**config.mk**
```make
export PLATFORM = sky130hd
export DESIGN_NAME = stack_with_filter_and_reverse_flat
export DESIGN_NICKNAME = d
export VERILOG_FILES = /design/src/rtl/swfr_pkg.sv /design/src/rtl/swfr_in_if.sv /design/src/rtl/swfr_out_if.sv /design/src/rtl/swfr_out_stage.sv /design/src/rtl/stack_with_filter_and_reverse.sv /design/src/flat_wrapper.sv
export VERILOG_INCLUDE_DIRS = /design/src /design/src/rtl
export SDC_FILE = /design/constraint.sdc
export NUM_CORES = 2
export LEC_CHECK = 0
export ABC_CLOCK_PERIOD_IN_PS = 13600
export BUFFER_PORTS_ARGS = -buffer_cell sky130_fd_sc_hd__buf_2
export CORE_ASPECT_RATIO = 1.25
export CORE_MARGIN = 10
export CORE_UTILIZATION = 29
export CTS_BUF_LIST = sky130_fd_sc_hd__clkbuf_16
export CTS_CLUSTER_DIAMETER = 80
export DETAILED_ROUTE_END_ITERATION = 10
export HOLD_SLACK_MARGIN = 0.02
export PLACE_DENSITY = 0.52
export SYNTH_ARGS = -nofsm -noshare
export SYNTH_HDL_FRONTEND = slang
export SYNTH_SLANG_ARGS = --single-unit
```
**constraint.sdc**
```tcl
create_clock -name clk_i -period 13.6 [get_ports clk_i]
set_input_delay 0.68 -clock clk_i [delete_from_list [all_inputs] [get_ports clk_i]]
set_output_delay 0.68 -clock clk_i [all_outputs]
set_load 0.005 [all_outputs]
```
**src/rtl/assert_macros.svh**
```systemverilog
// Concurrent assertion helpers, clocked on clk_i.
`ifndef ASSERT_MACROS_SVH
`define ASSERT_MACROS_SVH

// Checked outside reset only.
`define SWFR_ASSERT(label, prop, msg) \
  label: assert property (@(posedge clk_i) disable iff (!rst_ni) prop) \
    else $error(msg);

// Checked on every edge, reset included.
`define SWFR_ASSERT_ALWAYS(label, prop, msg) \
  label: assert property (@(posedge clk_i) prop) else $error(msg);

`endif

```
**src/rtl/swfr_pkg.sv**
```systemverilog
package swfr_pkg;

  localparam int unsigned DEPTH_DEF = 64;
  localparam int unsigned KIND_W    = 3;
  localparam int unsigned VALUE_W   = 32;
  localparam int unsigned STATUS_W  = 2;
  localparam int unsigned COUNT_W   = 7;

  typedef enum logic [KIND_W-1:0] {
    KIND_PUSH   = 3'd0,
    KIND_POP    = 3'd1,
    KIND_CLEAR  = 3'd2,
    KIND_REMOVE = 3'd3,
    KIND_EVENS  = 3'd4,
    KIND_REV    = 3'd5
  } kind_e;

  typedef enum logic [STATUS_W-1:0] {
    ST_OK    = 2'd0,
    ST_EMPTY = 2'd1,
    ST_FULL  = 2'd2
  } status_e;

  typedef enum logic [2:0] {
    S_IDLE,
    S_POP,
    S_CMP,
    S_REV,
    S_REV_WLO,
    S_REV_WHI,
    S_EMIT
  } state_e;

  typedef struct packed {
    logic signed [VALUE_W-1:0] popped;
    status_e                   status;
    logic [COUNT_W-1:0]        count;
  } res_t;

endpackage

```
**src/rtl/swfr_in_if.sv**
```systemverilog
interface swfr_in_if;
  logic                                 valid;
  logic                                 ready;
  logic [swfr_pkg::KIND_W-1:0]          kind;
  logic signed [swfr_pkg::VALUE_W-1:0]  value;

  modport source (output valid, kind, value, input ready);
  modport sink   (input valid, kind, value, output ready);
endinterface

```
**src/rtl/swfr_out_if.sv**
```systemverilog
interface swfr_out_if;
  logic                                 valid;
  logic                                 ready;
  logic signed [swfr_pkg::VALUE_W-1:0]  popped;
  logic [swfr_pkg::STATUS_W-1:0]        status;
  logic [swfr_pkg::COUNT_W-1:0]         count;

  modport source (output valid, popped, status, count, input ready);
  modport sink   (input valid, popped, status, count, output ready);
endinterface

```
**src/rtl/swfr_out_stage.sv**
```systemverilog
module swfr_out_stage (
  input  logic               clk_i,
  input  logic               rst_ni,
  input  logic               res_valid_i,
  output logic               res_ready_o,
  input  swfr_pkg::res_t     res_i,
  swfr_out_if.source         out_o
);
  import swfr_pkg::*;

  logic valid_q, valid_d;
  res_t data_q;

  assign res_ready_o = !valid_q || out_o.ready;

  always_comb begin
    valid_d = valid_q;
    if (out_o.ready) begin
      valid_d = 1'b0;
    end
    if (res_valid_i && res_ready_o) begin
      valid_d = 1'b1;
    end
  end

  always_ff @(posedge clk_i or negedge rst_ni) begin
    if (!rst_ni) begin
      valid_q <= 1'b0;
    end else begin
      valid_q <= valid_d;
    end
  end

  // Load a new result only when the slot is free or draining.
  always_ff @(posedge clk_i) begin
    if (res_valid_i && res_ready_o) begin
      data_q <= res_i;
    end
  end

  assign out_o.valid  = valid_q;
  assign out_o.popped = data_q.popped;
  assign out_o.status = data_q.status;
  assign out_o.count  = data_q.count;

endmodule

```
**src/rtl/stack_with_filter_and_reverse.sv**
```systemverilog
// Channel | Dir | Payload                        | Handshake
// in_i    | in  | kind[2:0], value[31:0] signed  | valid/ready, one request
// out_o   | out | popped[31:0], status[1:0],     | valid/ready, one result
//         |     | count[6:0]                     | per request
//
// Push, clear and unused kinds go straight to the result; pop first does one memory read.
// Remove-value and remove-evens compact the stack in place, reading one entry
// per cycle and writing back kept entries, then drain the last write.
// Reverse swaps pairs, low slot written first: the memory has one write port.
// Reset clears fill, not memory; entries are never read at or above fill.
// A stalled output holds the result register; the next request is taken
// once the block has handed its result to that register.
`include "assert_macros.svh"

module stack_with_filter_and_reverse #(
  parameter int unsigned DEPTH = swfr_pkg::DEPTH_DEF
) (
  input  logic       clk_i,
  input  logic       rst_ni,
  swfr_in_if.sink    in_i,
  swfr_out_if.source out_o
);
  import swfr_pkg::*;

  localparam int unsigned FILL_W = $clog2(DEPTH + 1);
  localparam int unsigned ADDR_W = $clog2(DEPTH);

  logic signed [VALUE_W-1:0] mem [DEPTH];

  state_e                    state_q, state_d;
  logic [FILL_W-1:0]         fill_q, fill_d;
  logic [FILL_W-1:0]         ptr_a_q, ptr_a_d;
  logic [FILL_W-1:0]         ptr_b_q, ptr_b_d;
  logic                      rd_vld_q, rd_vld_d;
  logic                      keep_odd_q, keep_odd_d;
  logic signed [VALUE_W-1:0] match_q, match_d;
  logic signed [VALUE_W-1:0] popped_q, popped_d;
  status_e                   status_q, status_d;

  logic                      wr_en;
  logic [ADDR_W-1:0]         wr_addr;
  logic signed [VALUE_W-1:0] wr_data;
  logic                      rd_en_a, rd_en_b;
  logic [ADDR_W-1:0]         rd_addr_a, rd_addr_b;
  logic signed [VALUE_W-1:0] rdata_a_q, rdata_b_q;

  logic                      in_fire;
  logic                      res_valid, res_ready;
  res_t                      res;
  logic [FILL_W:0]           lo_next;
  logic                      keep;

  assign in_i.ready = (state_q == S_IDLE);
  assign in_fire    = in_i.valid && in_i.ready;
  assign lo_next    = {1'b0, ptr_a_q} + (FILL_W + 1)'(1);
  assign keep       = keep_odd_q ? rdata_a_q[0] : (rdata_a_q != match_q);

  assign res.popped = popped_q;
  assign res.status = status_q;
  assign res.count  = COUNT_W'(fill_q);

  always_comb begin
    state_d    = state_q;
    fill_d     = fill_q;
    ptr_a_d    = ptr_a_q;
    ptr_b_d    = ptr_b_q;
    rd_vld_d   = rd_vld_q;
    keep_odd_d = keep_odd_q;
    match_d    = match_q;
    popped_d   = popped_q;
    status_d   = status_q;
    wr_en      = 1'b0;
    wr_addr    = fill_q[ADDR_W-1:0];
    wr_data    = in_i.value;
    rd_en_a    = 1'b0;
    rd_en_b    = 1'b0;
    rd_addr_a  = ptr_a_q[ADDR_W-1:0];
    rd_addr_b  = ptr_b_q[ADDR_W-1:0];
    res_valid  = 1'b0;

    unique case (state_q)
      S_IDLE: begin
        if (in_fire) begin
          popped_d = '0;
          status_d = ST_OK;
          ptr_a_d  = '0;
          ptr_b_d  = '0;
          rd_vld_d = 1'b0;
          state_d  = S_EMIT;
          case (in_i.kind)
            KIND_PUSH: begin
              if (fill_q == FILL_W'(DEPTH)) begin
                status_d = ST_FULL;
              end else begin
                wr_en  = 1'b1;
                fill_d = fill_q + FILL_W'(1);
              end
            end
            KIND_POP: begin
              if (fill_q == '0) begin
                status_d = ST_EMPTY;
              end else begin
                fill_d    = fill_q - FILL_W'(1);
                rd_en_a   = 1'b1;
                rd_addr_a = fill_d[ADDR_W-1:0];
                state_d   = S_POP;
              end
            end
            KIND_CLEAR: begin
              fill_d = '0;
            end
            KIND_REMOVE: begin
              keep_odd_d = 1'b0;
              match_d    = in_i.value;
              state_d    = S_CMP;
            end
            KIND_EVENS: begin
              keep_odd_d = 1'b1;
              state_d    = S_CMP;
            end
            KIND_REV: begin
              ptr_b_d = fill_q;
              state_d = S_REV;
            end
            default: ;
          endcase
        end
      end

      S_POP: begin
        popped_d = rdata_a_q;
        state_d  = S_EMIT;
      end

      // Read index runs ahead of the write index, so a read never sees a
      // slot already rewritten by this pass.
      S_CMP: begin
        if (ptr_a_q < fill_q) begin
          rd_en_a = 1'b1;
          ptr_a_d = ptr_a_q + FILL_W'(1);
        end
        rd_vld_d = rd_en_a;
        if (rd_vld_q && keep) begin
          wr_en   = 1'b1;
          wr_addr = ptr_b_q[ADDR_W-1:0];
          wr_data = rdata_a_q;
          ptr_b_d = ptr_b_q + FILL_W'(1);
        end
        if (!rd_en_a && !rd_vld_q) begin
          fill_d  = ptr_b_q;
          state_d = S_EMIT;
        end
      end

      S_REV: begin
        if ({1'b0, ptr_b_q} > lo_next) begin
          ptr_b_d   = ptr_b_q - FILL_W'(1);
          rd_en_a   = 1'b1;
          rd_en_b   = 1'b1;
          rd_addr_b = ptr_b_d[ADDR_W-1:0];
          state_d   = S_REV_WLO;
        end else begin
          state_d = S_EMIT;
        end
      end

      S_REV_WLO: begin
        wr_en   = 1'b1;
        wr_addr = ptr_a_q[ADDR_W-1:0];
        wr_data = rdata_b_q;
        state_d = S_REV_WHI;
      end

      S_REV_WHI: begin
        wr_en   = 1'b1;
        wr_addr = ptr_b_q[ADDR_W-1:0];
        wr_data = rdata_a_q;
        ptr_a_d = ptr_a_q + FILL_W'(1);
        state_d = S_REV;
      end

      S_EMIT: begin
        res_valid = 1'b1;
        if (res_ready) begin
          state_d = S_IDLE;
        end
      end

      default: state_d = S_IDLE;
    endcase
  end

  always_ff @(posedge clk_i or negedge rst_ni) begin
    if (!rst_ni) begin
      state_q  <= S_IDLE;
      fill_q   <= '0;
      ptr_a_q  <= '0;
      ptr_b_q  <= '0;
      rd_vld_q <= 1'b0;
      status_q <= ST_OK;
    end else begin
      state_q  <= state_d;
      fill_q   <= fill_d;
      ptr_a_q  <= ptr_a_d;
      ptr_b_q  <= ptr_b_d;
      rd_vld_q <= rd_vld_d;
      status_q <= status_d;
    end
  end

  always_ff @(posedge clk_i) begin
    keep_odd_q <= keep_odd_d;
    match_q    <= match_d;
    popped_q   <= popped_d;
  end

  always_ff @(posedge clk_i) begin
    if (wr_en) begin
      mem[wr_addr] <= wr_data;
    end
    if (rd_en_a) begin
      rdata_a_q <= mem[rd_addr_a];
    end
    if (rd_en_b) begin
      rdata_b_q <= mem[rd_addr_b];
    end
  end

  swfr_out_stage u_out_stage (
    .clk_i       (clk_i),
    .rst_ni      (rst_ni),
    .res_valid_i (res_valid),
    .res_ready_o (res_ready),
    .res_i       (res),
    .out_o       (out_o)
  );

  `SWFR_ASSERT(a_fill_bound, fill_q <= FILL_W'(DEPTH), "fill above depth")

  `SWFR_ASSERT(a_cmp_order, state_q == S_CMP |-> ptr_b_q <= ptr_a_q,
               "compact write passed read")

  `SWFR_ASSERT(a_push_grow,
               in_fire && in_i.kind == KIND_PUSH && fill_q != FILL_W'(DEPTH)
               |=> fill_q == $past(fill_q) + FILL_W'(1),
               "push did not grow fill")

  `SWFR_ASSERT(a_empty_zero,
               out_o.valid && out_o.status == ST_EMPTY |-> out_o.popped == '0,
               "empty pop returned data")

endmodule
```
**src/flat_wrapper.sv**
```systemverilog
// flat-port wrapper written by rule: the top's interface ports become plain ports
module stack_with_filter_and_reverse_flat import swfr_pkg::*;
#(
  parameter int unsigned DEPTH = swfr_pkg::DEPTH_DEF
)
  (clk_i, rst_ni, in_i_valid, in_i_kind, in_i_value, in_i_ready, out_o_valid, out_o_popped, out_o_status, out_o_count, out_o_ready);
  swfr_in_if in_i_i ();
  swfr_out_if out_o_i ();
  input  logic clk_i;
  input  logic rst_ni;
  input wire logic [$bits(in_i_i.valid)-1:0] in_i_valid;
  input wire logic [$bits(in_i_i.kind)-1:0] in_i_kind;
  input wire logic [$bits(in_i_i.value)-1:0] in_i_value;
  output wire logic [$bits(in_i_i.ready)-1:0] in_i_ready;
  output wire logic [$bits(out_o_i.valid)-1:0] out_o_valid;
  output wire logic [$bits(out_o_i.popped)-1:0] out_o_popped;
  output wire logic [$bits(out_o_i.status)-1:0] out_o_status;
  output wire logic [$bits(out_o_i.count)-1:0] out_o_count;
  input wire logic [$bits(out_o_i.ready)-1:0] out_o_ready;
  assign in_i_i.valid = in_i_valid;
  assign in_i_i.kind = in_i_kind;
  assign in_i_i.value = in_i_value;
  assign in_i_ready = in_i_i.ready;
  assign out_o_valid = out_o_i.valid;
  assign out_o_popped = out_o_i.popped;
  assign out_o_status = out_o_i.status;
  assign out_o_count = out_o_i.count;
  assign out_o_i.ready = out_o_ready;
  stack_with_filter_and_reverse #(.DEPTH(DEPTH)) u_core (.clk_i(clk_i), .rst_ni(rst_ni), .in_i(in_i_i), .out_o(out_o_i));
endmodule
```
== Word-level counts from Yosys, hierarchy flattened ==
Memory sizes are Yosys's and may differ from the RTL's. A register that Yosys moved wholly into a read port is not among the register bits.
Cells that the tools add are included.

* Multiplexer cells: 58
* $lt $le $gt $ge: 2
* Equality and inequality tests: 22
* Add/sub/neg operators: 6
* Reductions and logical operators: 28

{| class="wikitable"
|+ Operators with widths
! cell !! number
|-
| 32-bit one-hot mux with 3 select lines || 1
|-
| 7-bit 2-to-1 mux || 10
|-
| 32-bit 2-to-1 mux || 2
|-
| 32-bit one-hot mux with 2 select lines || 1
|-
| 7-bit one-hot mux with 3 select lines || 3
|-
| 6-bit 2-to-1 mux || 7
|-
| 32-bit inequality test || 1
|-
| 7-bit by 1-bit adder with 7-bit output (second input constant) || 3
|-
| 3-bit one-hot mux with 7 select lines || 1
|-
| 1-bit 2-to-1 mux || 19
|-
| 6-bit one-hot mux with 3 select lines || 1
|-
| 3-bit equality test (second input constant) || 5
|-
| 7-bit one-hot mux with 2 select lines || 1
|-
| 7-bit by 1-bit subtractor with 7-bit output (second input constant) || 2
|-
| 3-bit by 2-bit equality test with 1-bit output (second input constant) || 4
|-
| 3-bit 2-to-1 mux || 4
|-
| 3-bit AND reduction || 4
|-
| 3-bit one-hot mux with 3 select lines || 1
|-
| 7-bit by 1-bit adder with 8-bit output (second input constant) || 1
|-
| 7-bit by 8-bit greater-than comparator with 1-bit output || 1
|-
| 2-bit by 1-bit inequality test with 1-bit output (second input constant) || 4
|-
| 2-bit nonzero test || 4
|-
| 7-bit equality test (second input constant) || 1
|-
| 7-bit logical NOT || 1
|-
| other kinds (18) || 34
|}

* Logic and storage cells: 130
* Output and inout bits: 43
* Memories: 1
* Bits in registers: 134
* Bits in writable memories: 2048
* Input port bits: 39

{| class="wikitable"
|+ Memory list
! name !! depth !! bits a word !! rd ports !! clocked after Yosys merged registers in !! write ports !! line !! text
|-
| u_core.mem || 64 || 32 || 2 || 2 || 1 || stack_with_filter_and_reverse.sv:28 || <nowiki>logic signed [VALUE_W-1:0] mem [DEPTH];</nowiki>
|}

== Logic depth before layout (Yosys ltp) ==
* Depth in word-level cells: 7
* Mapped depth: 21

== By module ==
Synthesis repeated with hierarchy kept, for this count alone.

* Cells, all modules: 10112
* Area total of the unflattened synthesis: 113766.6 sq um

{| class="wikitable"
|+ By module, submodules not included
! module !! cells each !! times used !! area each (sq um)
|-
| stack_with_filter_and_reverse || 10067 || 1 || 112481.6
|-
| swfr_out_stage || 45 || 1 || 1285.0
|}

== Least setup slack after synthesis ==
No wires, ideal clock.

* Kind: reg-to-reg
* Start point: reg u_core.ptr_a_q[2]
* End point: reg u_core.rdata_b_q[27] (read register of u_core.mem) (data pin)
* Library setup time: 0.269 ns
* Period minus slack after synthesis: 4.471 ns
* Arrival time: 4.202 ns
* Path slack: 9.129 ns
* Cell stages (with the launch flop): 18
* Path through: dfrtp_1 > clkbuf_1 > and3_1 > nand3_1 > xor2_1 > ha_1 > and3_1 > a221oi_1 > a211o_1 > buf_2 > inv_2 > xnor2_4 > buf_4 > buf_2 > buf_2 > mux4_2 > a22oi_1 > nand4_1

* Word-level cells in the longest chain between the ends: 4
* Elaborated cells on any way between the ends: 6
* Classes of those cells: 1 x add/sub; 1 x order compare; 4 x mux

{| class="wikitable"
|+ RTL lines
! item !! line !! text
|-
| start, declared || stack_with_filter_and_reverse.sv:32 || <nowiki>logic [FILL_W-1:0] ptr_a_q, ptr_a_d;</nowiki>
|-
| start signal, assigned || stack_with_filter_and_reverse.sv:204 || <nowiki>ptr_a_q <= ptr_a_d;</nowiki>
|-
| 7-bit by 1-bit adder with 8-bit output (*) || stack_with_filter_and_reverse.sv:55 || <nowiki>assign lo_next = {1'b0, ptr_a_q} + (FILL_W + 1)'(1);</nowiki>
|-
| 7-bit by 8-bit greater-than comparator with 1-bit output (*) || stack_with_filter_and_reverse.sv:156 || <nowiki>if ({1'b0, ptr_b_q} > lo_next) begin</nowiki>
|-
| 6-bit 2-to-1 mux or 1-bit 2-to-1 mux (tied branches) || stack_with_filter_and_reverse.sv:156 ||
|-
| 6-bit 2-to-1 mux or 1-bit 2-to-1 mux (tied branches) || stack_with_filter_and_reverse.sv:81 || <nowiki>unique case (state_q)</nowiki>
|-
| end, declared || stack_with_filter_and_reverse.sv:45 || <nowiki>logic signed [VALUE_W-1:0] rdata_a_q, rdata_b_q;</nowiki>
|}

Every way passes the cells marked *; elsewhere a longest branch is shown, timed or not.
A chain may end at the register's enable or synchronous reset.

== Worst setup path in the final report ==
* Start point: reg u_core.ptr_a_q[0]
* End point: reg u_core.rdata_b_q[7] (read register of u_core.mem) (data pin)

Same word-level chain as after synthesis.

==> summary.txt <==
Route
  • Routed len/inst: 36.7 microns
  • First drt pass iteration count: 10
  • Initial DRC Count: 11.4k
  • Vias post-DR: 70.8k
  • Routed WL: 426 mm
  • Vias/cell: approximately 6.1
  • Metal-1 WL: approximately 150 mm
  • Top Metal Used: met5
  • DRC: 0
  • Routed Antenna Nets: 0
  • Met3 wire len: 49.6 mm
  • Met2 wire length: between 150 and 200 mm

Floorplan
  • Initial core utilization: 29.2%
  • Die ar.: roughly 0.38 sq mm
  • Die Y: around 690 microns
  • Die W: ~550 microns
  • Row Count: ~240
  • Top-level port count: 82
  • Core outline area: approximately 0.35 sq mm

Worst setup path
  • Critical path arrival: 7.58 ns
  • Setup crit start kind: flop
  • Setup Crit Path Kind: reg -> reg
  • Reg2Reg Depth: 17
  • CP max stage cell: buf_4
  • Crit path capture type: flop
  • Crit path cell chain: ha_1 > nand3_1 > xor2_1 > ha_1 > and3_1 > o2111ai_1 > a211o_1 > inv_2 > mux2i_4 > buf_12 > buf_4 > buf_4 > mux4_2 > nand2_1 > nand4_1 > nor2_1 > nand4_1
  • Crit path max-delay family: buffers and inverters
  • Crit path depth: 17
  • Crit path max fanout: 75
  • Crit path buf inv count: 4
  • Worst path max stage delay: 0.78 ns
  • WP data required: 14.22 ns

Clocking
  • Clock buffer depth: 4
  • Post-cts sizing count: 0
  • Post-CTS setup buffers: 0
  • CTS clk-pin slew, worst paths: roughly 0.07 ns
  • Skew-Pair Late Insertion Delay: ~0.95 ns
  • CTS root buf: clkbuf_16
  • CTS tree: built
  • TritonCTS Buffers: 221
  • H-tree lvl count: 4
  • Clk sinks: 2246

Place
  • GP Congestion: a little under 0.9
  • I/O Buffers: 81
  • Setup WS pre-CTS: 6.76 ns
  • Post-DP HPWL: between 200 and 250 mm

Final layout
  • Total Nets Final: 6813
  • Share of cells above drive strength 1: a little over a fifth
  • # fillers: 34.0k
  • Seq. cell area: about 0.067 sq mm
  • Most common cell after layout, fill and taps aside: edfxtp_1
  • Layout area overhead: 13.6%
  • Commonest cells after routing, fill and taps aside: 2218 x edfxtp_1, 1257 x nand2_1, 687 x mux4_2, 306 x nand3_1, 234 x buf_4
  • Multi-input logic area: ~0.034 sq mm

Pwr
  • Total power: around 0.027 W
  • LEAKAGE: 37.5 nW
  • Worst VDD drop: 0.220 mV
  • PwrDens: between 200 and 250 mW/mm^2

Global routing
  • First-pass GRT wire length: ~580 mm
  • Tot GR Track Use: a little over a fifth
  • Vias in the first global route: slightly below 70k
  • Largest net degree at the start of global routing: 116
  • GRT overflow: 0
  • Antenna violations before repair: 16

Timing
  • Clock skew: around 0.08 ns
  • Worst Setup Slack, final: about 6.6 ns
  • Max_slew headroom: under 10%
  • RSZ-0062 raised after global routing: no
  • Tcrit/Tclk final: about 51%
  • F_max: 0.144 GHz
  • Tmin final: about 7.0 ns
  • Worst-Margin Slew: about 1.5 ns
  • Setup TNS: 0 ns
  • Hold slack: about 0.056 ns
  • Fin. Hold Viols: 0
  • Slew Limit Fails: 0
  • Setup Viol. Count Final: 0

Synth
  • #FFs+latches synth: between 2k and 2.5k
  • Yosys warns: 0
  • Post-Synthesis Cells: about 6.7k
  • Mapped Nets: 6737
  • Mean post-synth cell area: ~15 sq um
  • Post-synthesis cell type count: 76
  • Post-synth EDFFs: 2218
  • Post-synth ARST share: under 10%
  • Synthesized cell area: 0.103 sq mm
  • Sequential fraction of the synthesis area: about two thirds
  • Synth Flop Type: edfxtp_1

Worst hold path
  • WHS Path Cells: 1
  • HP Class: in -> reg

Outcome
  • Status: finished clean

Run
  • MaxCap Viol Count: 0
## flip-flops by register name, summed over array words and instances, names as in the netlist, 32 cells and up
name                             count
u_core.rdata_b_q                    32
u_core.u_out_stage.out_o.popped     32
u_core.rdata_a_q                    32
u_core.mem                        2048
u_core.match_q                      32
u_core.popped_q                     32
## power by group
group,total (W),switching [W],leakage [nW],internal [W]
registers,0.00977,0.000359,20.4,0.00941
clock network,0.00618,0.00276,3.61,0.00341
logic,0.0108,0.00727,13.5,0.00349
## synth_stat cells, drive strengths merged, types with 92 or more instances
cell	instances	area share, %
edfxtp	2218	64
nand2	1261	4.6
mux4	687	15
nand3	306	1.5
buf	301	1.5
clkbuf	194	0.71
a22oi	179	1.3
mux2i	166	1.6
nor2	166	0.61
a21oi	128	0.62
a32oi	115	0.98
and3	105	0.64
a31oi	92	0.56
nand4	92	0.56
## per-stage QoR
| stage | instance area [sq um] | util [%] | cells |
|---|---|---|---|
| after floorplan | 103000 | - | 6680 |
| after global placement | 110000 | 31.1 | 11200 |
| after detailed placement | 110000 | 31.1 | 11200 |
| after CTS | 117000 | 33.1 | 11600 |
| after global routing | 117000 | 33.1 | 11600 |
| final | 117000 | 33.1 | 11600 |
## final cells by class
type / instances / share of cell area [%]
clock inverters: 169 / 1.20
inverters: 58 / 0.185
repair buffers: 348 / 2.23
well taps: 4674 / 4.98
flip-flops and latches: 2246 / 57.3
clock buffers: 224 / 4.78
diodes: 16 / 0.0341
multi-input cells: 3881 / 29.3
## layer usage
metal / vias to the layer above / track usage [%]
met2: 5375 / 33.9
met1: 36900 / 25.9
met3: 1397 / 5.54
met4: 8 / 13.7
li1: 27100 / -
met5: - / 0.0372
## path summary, 6_finish.rpt
path / from / to / slack [ns]
min: in_i_value[30] / u_core.match_q[30] / 0.06
max: u_core.ptr_a_q[0] / u_core.rdata_b_q[7] / 6.65
max reg2reg: u_core.ptr_a_q[0] / u_core.rdata_b_q[7] / 6.65
min in group asynchronous: rst_ni / u_core.ptr_b_q[3] / 0.39
max in group asynchronous: rst_ni / u_core.fill_q[3] / 12.72
min reg2reg: u_core.popped_q[15] / u_core.u_out_stage.out_o.popped[15] / 0.38
## what timing repair did
action                     in CTS  in global routing
setup endpoints to repair       0                  0
hold buffers                   21                  0
hold endpoints to repair       48                  0
## cell families after synthesis
logic type | Yosys count | synth area share (%)
xor gates and xnor gates | 49 | 0.434
and+or+nand+nor | 2047 | 8.60
adders and majority gates | 18 | 0.218
muxes | 854 | 16.6
DFF | 2246 | 65.2
buffers and inverters | 553 | 2.43
AOI/OAI and AO/OA | 913 | 6.55
No activity file was read; power rests on OpenSTA's default activity.
